===== config.mk =====
export PLATFORM = sky130hd
export DESIGN_NAME = url_percent_decoder_unit_flat
export DESIGN_NICKNAME = d
export VERILOG_FILES = /design/src/hw/rtl/upd_pkg.sv /design/src/hw/rtl/upd_if.sv /design/src/hw/rtl/upd_front.sv /design/src/hw/rtl/upd_queue.sv /design/src/hw/rtl/upd_back.sv /design/src/hw/rtl/url_percent_decoder_unit.sv /design/src/flat_wrapper.sv
export SDC_FILE = /design/constraint.sdc
export NUM_CORES = 1
export LEC_CHECK = 0
export BUFFER_PORTS_ARGS = -buffer_cell sky130_fd_sc_hd__clkbuf_2
export CORE_MARGIN = 10
export CORE_UTILIZATION = 30
export CTS_BUF_LIST = sky130_fd_sc_hd__clkbuf_4 sky130_fd_sc_hd__clkbuf_8
export DETAILED_ROUTE_END_ITERATION = 16
export PLACE_DENSITY = 0.51
export SLEW_MARGIN = 30
export SYNTH_ARGS = -nofsm -noshare
export SYNTH_HDL_FRONTEND = slang
export SYNTH_SLANG_ARGS = --single-unit

===== constraint.sdc =====
create_clock -name i_clk -period 2.6 [get_ports i_clk]
set_input_delay 0.13 -clock i_clk [delete_from_list [all_inputs] [get_ports i_clk]]
set_output_delay 0.13 -clock i_clk [all_outputs]
set_load 0.05 [all_outputs]

===== src/hw/rtl/upd_pkg.sv =====
// ============================================================================
// upd_pkg
// Shared types, character constants and helper functions for the URL
// percent decoder.
// ============================================================================
package upd_pkg;

    // Characters with a special meaning in form-urlencoded text.
    localparam logic [7:0] C_PLUS    = 8'h2B;
    localparam logic [7:0] C_PERCENT = 8'h25;
    localparam logic [7:0] C_SPACE   = 8'h20;
    localparam logic [7:0] C_DIG_0   = 8'h30;
    localparam logic [7:0] C_DIG_9   = 8'h39;
    localparam logic [7:0] C_UP_A    = 8'h41;
    localparam logic [7:0] C_UP_F    = 8'h46;
    localparam logic [7:0] C_LO_A    = 8'h61;
    localparam logic [7:0] C_LO_F    = 8'h66;

    // Offset that maps the low nibble of a letter digit to its value.
    localparam logic [3:0] C_LETTER_OFS = 4'd9;

    // Command queue between the front and back parts.
    localparam int unsigned Q_DEPTH = 4;
    localparam int unsigned Q_PTR_W = $clog2(Q_DEPTH);
    localparam int unsigned Q_CNT_W = $clog2(Q_DEPTH + 1);

    // Maximum number of output bytes caused by one input byte.
    localparam int unsigned MAX_OUT = 3;

    // Escape progress of the front part.
    typedef enum logic [1:0] {
        PH_IDLE  = 2'd0,
        PH_PCT   = 2'd1,
        PH_DIGIT = 2'd2
    } t_phase;

    // One classified input byte: up to three output bytes in order.
    typedef struct packed {
        logic [MAX_OUT-1:0][7:0] data;
        logic [1:0]              cnt;
        logic                    last;
    } t_cmd;

    // Queue status seen by the front and back parts.
    typedef struct packed {
        logic empty;
        logic full;
    } t_q_status;

    function automatic logic is_hex(input logic [7:0] b);
        is_hex = (b >= C_DIG_0 && b <= C_DIG_9) ||
                 (b >= C_UP_A && b <= C_UP_F) ||
                 (b >= C_LO_A && b <= C_LO_F);
    endfunction

    // Value of a hex digit; letters of either case share the low nibble.
    function automatic logic [3:0] hex_val(input logic [7:0] b);
        if (b >= C_DIG_0 && b <= C_DIG_9) begin
            hex_val = b[3:0];
        end else begin
            hex_val = b[3:0] + C_LETTER_OFS;
        end
    endfunction

endpackage


===== src/hw/rtl/upd_if.sv =====
// ============================================================================
// upd_if
// Valid/ready channel interfaces for the encoded input and decoded output.
// ============================================================================
interface upd_in_if;
    logic       valid;
    logic       ready;
    logic [7:0] in_byte;
    logic       in_last;

    modport source (output valid, output in_byte, output in_last, input ready);
    modport sink   (input valid, input in_byte, input in_last, output ready);
endinterface

interface upd_out_if;
    logic       valid;
    logic       ready;
    logic [7:0] out_byte;
    logic       out_last;

    modport source (output valid, output out_byte, output out_last, input ready);
    modport sink   (input valid, input out_byte, input out_last, output ready);
endinterface


===== src/hw/rtl/upd_front.sv =====
// ============================================================================
// upd_front
// Accepts encoded bytes, tracks escape progress and turns each byte into a
// command of zero to three output bytes.
// ============================================================================
module upd_front (
    input  logic               i_clk,
    input  logic               i_rst_n,
    upd_in_if.sink             i_in,
    input  upd_pkg::t_q_status i_q_status,
    output logic               o_push,
    output upd_pkg::t_cmd      o_cmd
);
    import upd_pkg::*;

    t_phase     r_phase, n_phase;
    logic [7:0] r_held, n_held;
    logic       accept;
    logic       b_hex;
    logic       starts_escape;
    logic       plain_emit;
    logic [7:0] plain_byte;
    t_cmd       cmd;

    // A transfer is taken whenever the queue has room for its command.
    assign i_in.ready = !i_q_status.full;
    assign accept     = i_in.valid && i_in.ready;

    // Classification of the byte as an ordinary character.
    assign b_hex         = is_hex(i_in.in_byte);
    assign starts_escape = (i_in.in_byte == C_PERCENT) && !i_in.in_last;
    assign plain_emit    = !starts_escape;
    assign plain_byte    = (i_in.in_byte == C_PLUS) ? C_SPACE : i_in.in_byte;

    // Next escape phase and held digit.
    always_comb begin
        n_phase = r_phase;
        n_held  = r_held;
        case (r_phase)
            PH_PCT: begin
                if (b_hex && !i_in.in_last) begin
                    n_phase = PH_DIGIT;
                    n_held  = i_in.in_byte;
                end else begin
                    n_phase = starts_escape ? PH_PCT : PH_IDLE;
                end
            end
            PH_DIGIT: begin
                if (b_hex) begin
                    n_phase = PH_IDLE;
                end else begin
                    n_phase = starts_escape ? PH_PCT : PH_IDLE;
                end
            end
            default: begin
                n_phase = starts_escape ? PH_PCT : PH_IDLE;
            end
        endcase
    end

    // Output bytes caused by the current byte.
    always_comb begin
        cmd      = '0;
        cmd.last = i_in.in_last;
        case (r_phase)
            PH_PCT: begin
                if (!(b_hex && !i_in.in_last)) begin
                    cmd.data[0] = C_PERCENT;
                    cmd.data[1] = plain_byte;
                    cmd.cnt     = plain_emit ? 2'd2 : 2'd1;
                end
            end
            PH_DIGIT: begin
                if (b_hex) begin
                    cmd.data[0] = {hex_val(r_held), hex_val(i_in.in_byte)};
                    cmd.cnt     = 2'd1;
                end else begin
                    cmd.data[0] = C_PERCENT;
                    cmd.data[1] = r_held;
                    cmd.data[2] = plain_byte;
                    cmd.cnt     = plain_emit ? 2'd3 : 2'd2;
                end
            end
            default: begin
                cmd.data[0] = plain_byte;
                cmd.cnt     = plain_emit ? 2'd1 : 2'd0;
            end
        endcase
    end

    assign o_cmd  = cmd;
    assign o_push = accept && (cmd.cnt != 2'd0);

    // Escape phase register.
    always_ff @(posedge i_clk) begin
        if (!i_rst_n) begin
            r_phase <= PH_IDLE;
        end else if (accept) begin
            r_phase <= n_phase;
        end
    end

    // Held first digit; only read while a digit is pending.
    always_ff @(posedge i_clk) begin
        if (accept) begin
            r_held <= n_held;
        end
    end

endmodule


===== src/hw/rtl/upd_queue.sv =====
// ============================================================================
// upd_queue
// Short first-in first-out queue of commands between front and back parts.
// ============================================================================
module upd_queue (
    input  logic                i_clk,
    input  logic                i_rst_n,
    input  logic                i_push,
    input  upd_pkg::t_cmd       i_cmd,
    input  logic                i_pop,
    output upd_pkg::t_cmd       o_head,
    output upd_pkg::t_q_status  o_status
);
    import upd_pkg::*;

    t_cmd               r_mem [Q_DEPTH];
    logic [Q_PTR_W-1:0] r_wr_ptr;
    logic [Q_PTR_W-1:0] r_rd_ptr;
    logic [Q_CNT_W-1:0] r_cnt;
    logic               do_push;
    logic               do_pop;

    assign o_status.empty = (r_cnt == '0);
    assign o_status.full  = (r_cnt == Q_CNT_W'(Q_DEPTH));
    assign do_push        = i_push && !o_status.full;
    assign do_pop         = i_pop && !o_status.empty;
    assign o_head         = r_mem[r_rd_ptr];

    // Pointers and fill count.
    always_ff @(posedge i_clk) begin
        if (!i_rst_n) begin
            r_wr_ptr <= '0;
            r_rd_ptr <= '0;
            r_cnt    <= '0;
        end else begin
            if (do_push) begin
                r_wr_ptr <= r_wr_ptr + 1'b1;
            end
            if (do_pop) begin
                r_rd_ptr <= r_rd_ptr + 1'b1;
            end
            if (do_push && !do_pop) begin
                r_cnt <= r_cnt + 1'b1;
            end else if (do_pop && !do_push) begin
                r_cnt <= r_cnt - 1'b1;
            end
        end
    end

    // Command storage.
    always_ff @(posedge i_clk) begin
        if (do_push) begin
            r_mem[r_wr_ptr] <= i_cmd;
        end
    end

endmodule


===== src/hw/rtl/upd_back.sv =====
// ============================================================================
// upd_back
// Walks the bytes of the head command and feeds them, one per cycle while the
// receiver keeps taking them, into the output register.
// ============================================================================
module upd_back (
    input  logic               i_clk,
    input  logic               i_rst_n,
    input  upd_pkg::t_cmd      i_head,
    input  upd_pkg::t_q_status i_q_status,
    output logic               o_pop,
    upd_out_if.source          o_out
);
    import upd_pkg::*;

    logic [1:0] r_sel, n_sel;
    logic       r_valid;
    logic [7:0] r_byte;
    logic       r_last;
    logic       load;
    logic       at_end;
    logic [7:0] sel_byte;

    // The output register takes a new byte when it is empty or being drained.
    assign load   = !i_q_status.empty && (!r_valid || o_out.ready);
    assign at_end = (r_sel == (i_head.cnt - 2'd1));
    assign o_pop  = load && at_end;
    assign n_sel  = at_end ? 2'd0 : (r_sel + 2'd1);

    // Byte of the head command at the current position.
    always_comb begin
        case (r_sel)
            2'd0:    sel_byte = i_head.data[0];
            2'd1:    sel_byte = i_head.data[1];
            2'd2:    sel_byte = i_head.data[2];
            default: sel_byte = i_head.data[0];
        endcase
    end

    // Position within the head command and output valid.
    always_ff @(posedge i_clk) begin
        if (!i_rst_n) begin
            r_sel   <= 2'd0;
            r_valid <= 1'b0;
        end else begin
            if (load) begin
                r_sel   <= n_sel;
                r_valid <= 1'b1;
            end else if (o_out.ready) begin
                r_valid <= 1'b0;
            end
        end
    end

    // Output payload.
    always_ff @(posedge i_clk) begin
        if (load) begin
            r_byte <= sel_byte;
            r_last <= i_head.last && at_end;
        end
    end

    assign o_out.valid    = r_valid;
    assign o_out.out_byte = r_byte;
    assign o_out.out_last = r_last;

endmodule


===== src/hw/rtl/url_percent_decoder_unit.sv =====
// ============================================================================
// url_percent_decoder_unit
// Streaming decoder for form-urlencoded text, one byte per cycle while the command queue has room.
// ============================================================================
// Usage:
//   i_in carries raw characters with in_last on the final one of a string;
//   o_out carries decoded characters with out_last on the final one.
//   Both channels move a transfer when valid and ready are high together.
//   A '+' becomes a space, '%' with two hex digits becomes one byte, and a
//   broken escape is flushed literally before the breaking byte is decoded.
//   Path: the first output byte of an input passes the command queue and
//   then the output register. Throughput: one input byte per cycle while each
//   input yields at most one output byte and o_out.ready stays high; an input
//   with two or three bytes holds the queue head until all are loaded. The
//   front part keeps taking input until the four-entry command queue is full.
//   When the receiver holds o_out.ready low the output byte holds, the queue
//   fills and i_in.ready drops; no byte is lost.
//   Reset (i_rst_n low at a clock edge) clears the escape state, empties the
//   queue and drops o_out.valid.
// ============================================================================
module url_percent_decoder_unit (
    input  logic       i_clk,
    input  logic       i_rst_n,
    upd_in_if.sink     i_in,
    upd_out_if.source  o_out
);
    import upd_pkg::*;

    t_cmd      front_cmd;
    t_cmd      head_cmd;
    t_q_status q_status;
    logic      push;
    logic      pop;

    upd_front u_front (
        .i_clk      (i_clk),
        .i_rst_n    (i_rst_n),
        .i_in       (i_in),
        .i_q_status (q_status),
        .o_push     (push),
        .o_cmd      (front_cmd)
    );

    upd_queue u_queue (
        .i_clk    (i_clk),
        .i_rst_n  (i_rst_n),
        .i_push   (push),
        .i_cmd    (front_cmd),
        .i_pop    (pop),
        .o_head   (head_cmd),
        .o_status (q_status)
    );

    upd_back u_back (
        .i_clk      (i_clk),
        .i_rst_n    (i_rst_n),
        .i_head     (head_cmd),
        .i_q_status (q_status),
        .o_pop      (pop),
        .o_out      (o_out)
    );

endmodule


===== src/flat_wrapper.sv =====
// flat-port wrapper written by rule: the top's interface ports become plain ports
module url_percent_decoder_unit_flat import upd_pkg::*;
  (i_clk, i_rst_n, i_in_valid, i_in_in_byte, i_in_in_last, i_in_ready, o_out_valid, o_out_out_byte, o_out_out_last, o_out_ready);
  upd_in_if i_in_i ();
  upd_out_if o_out_i ();
  input  logic i_clk;
  input  logic i_rst_n;
  input wire logic [$bits(i_in_i.valid)-1:0] i_in_valid;
  input wire logic [$bits(i_in_i.in_byte)-1:0] i_in_in_byte;
  input wire logic [$bits(i_in_i.in_last)-1:0] i_in_in_last;
  output wire logic [$bits(i_in_i.ready)-1:0] i_in_ready;
  output wire logic [$bits(o_out_i.valid)-1:0] o_out_valid;
  output wire logic [$bits(o_out_i.out_byte)-1:0] o_out_out_byte;
  output wire logic [$bits(o_out_i.out_last)-1:0] o_out_out_last;
  input wire logic [$bits(o_out_i.ready)-1:0] o_out_ready;
  assign i_in_i.valid = i_in_valid;
  assign i_in_i.in_byte = i_in_in_byte;
  assign i_in_i.in_last = i_in_in_last;
  assign i_in_ready = i_in_i.ready;
  assign o_out_valid = o_out_i.valid;
  assign o_out_out_byte = o_out_i.out_byte;
  assign o_out_out_last = o_out_i.out_last;
  assign o_out_i.ready = o_out_ready;
  url_percent_decoder_unit u_core (.i_clk(i_clk), .i_rst_n(i_rst_n), .i_in(i_in_i), .o_out(o_out_i));
endmodule

# Word-level counts from Yosys, hierarchy flattened
# Memory sizes are Yosys's and may differ from the RTL's. A register that Yosys moved wholly into a read port is not among the register bits.
# Index checks and enable logic that the tools add are counted.
[word_totals]
reg_bits = 29
mem_bits_rw = 108
input_bits = 13
output_inout_bits = 11
wordCells = 89
mem_count = 1
[op_classes]
add_sub_neg = 8
n_lt_le_gt_ge = 8
n_eq_ne = 8
muxes = 26
reduce_logical = 29
[memory_table]
columns = ["memory", "words", "width", "rd", "rd_clocked_by_memory_dff", "wr", "line_no", "text"]
rows = [
  ["u_core.u_queue.r_mem", 4, 27, 1, 1, 1, "upd_queue.sv:16", "t_cmd r_mem [Q_DEPTH];"],
]
[op_table]
columns = ["operator", "count"]
rows = [
  ["one-hot mux 8 bit (2 select lines)", 2],
  ["one-hot mux 10 bit (2 select lines)", 1],
  ["two-way mux 18 bit", 1],
  ["== test 8 x 6 -> 1 bit (second input constant)", 2],
  [">= comparator 8 x 6 -> 1 bit (second input constant)", 2],
  [">= comparator 8 x 7 -> 1 bit (second input constant)", 2],
  ["less-or-equal comparator 8 x 6 -> 1 bit (second input constant)", 2],
  ["less-or-equal comparator 8 x 7 -> 1 bit (second input constant)", 2],
  ["two-way mux 16 bit", 1],
  ["two-way mux 8 bit", 2],
  ["logical AND 1 bit", 15],
  ["two-way mux 10 bit", 1],
  ["two-way mux 2 bit", 5],
  ["adder 4 bit (second input constant)", 2],
  ["two-way mux 1 bit", 8],
  ["two-way mux 4 bit", 2],
  ["adder 2 x 1 -> 2 bit (second input constant)", 3],
  ["zero test 1 bit", 6],
  ["two-way mux 3 bit", 2],
  ["nonzero test 2 bit", 3],
  ["== test 2 x 1 -> 1 bit (second input constant)", 2],
  ["== test 2 bit (second input constant)", 2],
  ["one-hot mux 2 bit (2 select lines)", 1],
  ["adder 3 x 1 -> 3 bit (second input constant)", 1],
  ["7 further kinds", 9],
]

# Depth between registers and ports, before layout
[depth]
word_depth = 14
mapped_depth = 13
mapped_depth_nobuf = 12

# Hierarchy
# A second synthesis with hierarchy kept.
[hier_totals]
hier_cells = 381
area_unflattened_um2 = 6120.9
[by_module_without_submodules]
columns = ["module", "n_inst", "cells_each", "area_per_inst_um2", "seq_area_each_um2"]
rows = [
  ["upd_queue", 1, 189, 4400.5, 3423.3],
  ["upd_front", 1, 133, 1109.8, 280.3],
  ["upd_back", 1, 59, 610.6, 330.3],
]

# Least setup slack after synthesis
# OpenSTA, ideal clock, no wires.
[synth_path]
path_type = "register -> register"
from = "reg with a tool-made name"
to = "reg u_core.u_queue.r_cnt[2]"
setup_time_ns = 0.070
arrival_ns = 2.732
required_time_ns = 2.530
setup_slack_ns = -0.202
path_stages_with_launch = 11
n_path_buf = 1
period_less_slack_ns = 2.802
cell_sequence = "dfxtp_1 buf_6 mux4_2 xnor2_4 mux2i_2 ha_1 inv_1 fa_1 xor2_1 or3_1 a21oi_1"
[synth_rtl]
columns = ["element", "line_no", "text"]
rows = [
  ["to (signal assigned)", "upd_queue.sv:43", "r_cnt <= r_cnt + 1'b1;"],
  ["to (signal assigned)", "upd_queue.sv:45", "r_cnt <= r_cnt - 1'b1;"],
  ["to (decl)", "upd_queue.sv:19", "logic [Q_CNT_W-1:0] r_cnt;"],
]

==> out/results.txt <==
The critical path goes through mux4_2, xnor2_4, mux2i_2, ha_2, inv_2, fa_2, xor2_1, or3_1, a21oi_1. The classification of the worst-slack hold path was in2reg. The logs give 6100 uW for the sum of internal, switching and leakage power and 139 for the CTS sink count.

The mean instance size in the synthesized netlist is 15.9 um2. The clock transition time at the flip-flop clock pins of the worst setup and hold paths works out to 0.08 ns. Before antenna repair, the detailed router went through 4 iterations. Chip width: 163 um. The worst setup path is launched from a flop. The clock tree root driver cell was sky130_fd_sc_hd__clkbuf_8. In the synthesized netlist the async set-or-reset flop fraction comes to 0%.

In the layout the commonest cells are sky130_fd_sc_hd__edfxtp_1, sky130_fd_sc_hd__buf_4, sky130_fd_sc_hd__mux4_2, sky130_fd_sc_hd__clkbuf_2, sky130_fd_sc_hd__nor2_1. The adder-cell share of the synthesized area was 3.79%; the placer's final routability congestion estimate was 0.861. The flow ran to the end, but the final reports show violations.

The run gives 0.00725 mm2 as the post-route cell area. Setup total negative slack on the finished layout was measured at -0.0483 ns. The data arrival time at the worst-slack endpoint was 3.02 ns. For this design the static power due to leakage is 0.00248 uW. From synthesis to final layout, the design area changed by 18.1%. For the number of warning messages in the yosys log, the log shows 0.

The portion of synthesized area spent on multiplexers is 10.6%. Based on the critical path, the design can be clocked at up to 378 MHz. The pin slew with the least headroom to its limit came out at 0.703 ns. After layout, the minimum clock period comes to 2.65 ns. Counting cells, the worst reg-to-reg path comes to 9. Fill cells in the final layout number 1,954. The initial antenna violation count came out at 0. Grouping stages by cell kind, the critical path spends the most delay in multiplexers. The max-slew violation count is 0, and the number of nets in the layout is 481.

For this configuration, the core starts out at a cell density of 30.4%. The slack of the critical path is -0.0483 ns. For the number of primary I/O pins, the log shows 24. The kind of end point of the critical path was a flop. Detailed routing inserted a total of 3,538 vias. The largest single stage delay on the critical path is 0.54 ns.

Across all register-to-register paths, the minimum setup slack is -0.05 ns. The floorplan has 52 rows. For the maximum buffer depth of the clock tree, the log shows 2.

Summing all placed instances gives a cell area of 0.00685 mm2. Counting every instance in the synthesized netlist gives 387. The synthesized netlist contains 57 unique library cells.

The share of the synthesized netlist area taken by xor and xnor gates came out at 1.30%. Summing the areas of all compound-gate instances in the mapped netlist gives 8.87% of the synthesized area. The worst-case IR drop observed on VDD is 0.289 mV. The sequential-to-total area share from yosys stat is 65.7%, and the die height is 163 um. The count of buffers added on input and output ports is 23. The half-perimeter wire length after detailed placement came out at 8.74 mm. When the netlist entered floorplanning its net count stood at 418. In this run the standard cell core region covers 0.0202 mm2. The first global-routing pass estimated 21.1 mm of wire. The run gives 0.0297 ns as the minimum hold slack. Timing analysis after detailed placement gives a worst setup slack of -0.185 ns. Max-cap violations in this run came to 0. Dividing total power by cell area gives a power density of 841 mW/mm2. The first routing iteration left 270 violations. The run gives 1 as the final number of setup-violating endpoints. The simple-gate area share of the yosys netlist is 7.38%, and the number of flip-flops and latches in the synthesized netlist is 139. The path type of the worst setup path is reg2reg. The count of endpoints failing hold in the final timing report is 0, and the number of enable-type register cells in the synthesized netlist is 125. Measured against its own limit, the worst slew margin works out to 52.4%. Depth of the critical timing path with buffers and inverters included: 9.

Using the TritonRoute via totals, the vias-per-cell ratio works out to 4.83. Top flip-flop cell by instance count after synthesis: sky130_fd_sc_hd__edfxtp_1. The checks that failed: negative setup slack. Global routing used 10.4% of the available tracks across all layers. Of the cells placed in the final design, the portion with a size suffix greater than 1 is 27.4%. For the overflow left after global routing, the log shows 0. Leading cell type in the layout, fill and taps excluded: sky130_fd_sc_hd__edfxtp_1. Clock network latency to the later pin of the worst-skew pair: 0.44 ns. The worst path uses 102% of the clock period.

In this run, CTS created clock tree buffers numbering 17. 0 antenna diodes ended up in the layout. The final wirelength is 13.2 mm. The maximum fanout encountered on the critical timing path was 2.

STA puts the critical path data required time at 2.97 ns. TritonCTS built the clock tree. After detailed routing, the average wire length per cell comes to 18.0 um. In this run the remaining antenna-violating nets after routing total 0. Setup repair after global routing could not meet its margin everywhere. The worst hold path passes through 2 cells. DRC violation count after routing: 0. The number of buffer and inverter instances along the worst setup path is 1.

The number of global-route vias before repair is 3,734. The die covers 0.0266 mm2. Clock skew on the completed layout was measured at 0.00932 ns.

The mapped netlist covers 0.00614 mm2. The critical-path cell with the highest stage delay is sky130_fd_sc_hd__mux4_2. In this run the number of H-tree levels came out at 4. Entering global routing, the biggest net connects 28 pins. The combinational family with the most area after synthesis was multiplexers.
## cell usage after synthesis, drive strengths merged, types with 2 or more instances
library cell	number	area share [%]
ha	17	3.5
nor2b	4	0.41
a22o	3	0.43
o41ai	2	0.59
nor3	6	0.49
and3	7	0.71
nor2	22	1.3
a21oi	10	0.82
inv	17	1.0
a32o	3	0.49
nor3b	2	0.24
o2111a	2	0.37
xor2	3	0.43
o21bai	2	0.24
nand2	20	1.2
mux4	27	10
o21ai	13	1.1
or3	2	0.20
clkbuf	13	0.84
nand3	3	0.24
mux2i	3	0.55
xnor2	4	0.88
nor4	2	0.20
a32oi	5	0.71
a31oi	7	0.71
a211oi	4	0.57
nor4b	2	0.29
dfxtp	14	4.6
buf	4	0.43
nand2b	5	0.51
o211ai	2	0.24
and2	5	0.51
a22oi	10	1.2
o221ai	2	0.29
edfxtp	125	61
## where the power goes
part           switching (uW)  internal, uW
logic                    1030           616
registers                90.3          2730
clock network             788           844
## final timing paths
path,end,start
worst min register to register,u_core.u_front.r_phase[1],u_core.u_front.r_phase[1]
worst max register to register,u_core.u_queue.r_cnt[2],u_core.u_queue.r_mem[3][2]
worst max-delay path,u_core.u_queue.r_cnt[2],u_core.u_queue.r_mem[3][2]
worst min-delay path,u_core.u_front.r_held[4],i_in_in_byte[4]
## metrics by stage
stage                     util, %  cells
final                        35.9    733
after detailed placement     33.9    699
after CTS                    35.8    732
after global placement       33.9    699
after floorplan                 -    387
after global routing         35.9    733
## kinds of logic after synthesis
family,Yosys count
flip-flops,139
AND/OR/NAND/NOR,87
AO/OA/AOI/OAI,72
buffers and inverters,34
multiplexers,30
adder cells (fa/ha/maj),18
XOR/XNOR,7
## sequential cells by signal (all words and copies together), names as in the netlist, named ones only
signal	count
u_core.u_front.r_phase	2
u_core.u_front.r_held	8
u_core.u_back.o_out.out_byte	8
u_core.u_back.o_out.out_last	1
u_core.u_back.o_out.valid	1
u_core.u_queue.r_cnt	3
u_core.u_queue.r_mem	108
u_core.u_queue.r_rd_ptr	2
u_core.u_back.r_sel	2
u_core.u_queue.r_wr_ptr	2
## area by class of cell
cell class                 count  area, um2  share of cell area, %
clock buffer                  18        241                   3.33
multi-input combinational    214       1990                   27.5
sequential                   139       4040                   55.7
tap                          270        338                   4.66
inverter                      17       63.8                  0.880
timing repair buffer          61        453                   6.25
clock inverter                14        129                   1.78
## repair_timing
action	in CTS	in global routing
resized for setup	0	3
pin swaps	4	2
hold buffers	1	0
buffers inserted	0	1
setup endpoints to repair	1	10
endpoints found under the hold margin	1	0
## layer usage
layer | share of wire (%) | global-route usage [%] | vias up
li1 | - | - | 1665
met1 | 46 | 13.4 | 1786
met2 | 48 | 16.4 | 82
met3 | 5.0 | 2.34 | 5
met4 | 0.79 | 4.34 | 0
met5 | 0 | 0 | -
No activity file was read; power rests on OpenSTA's default activity.
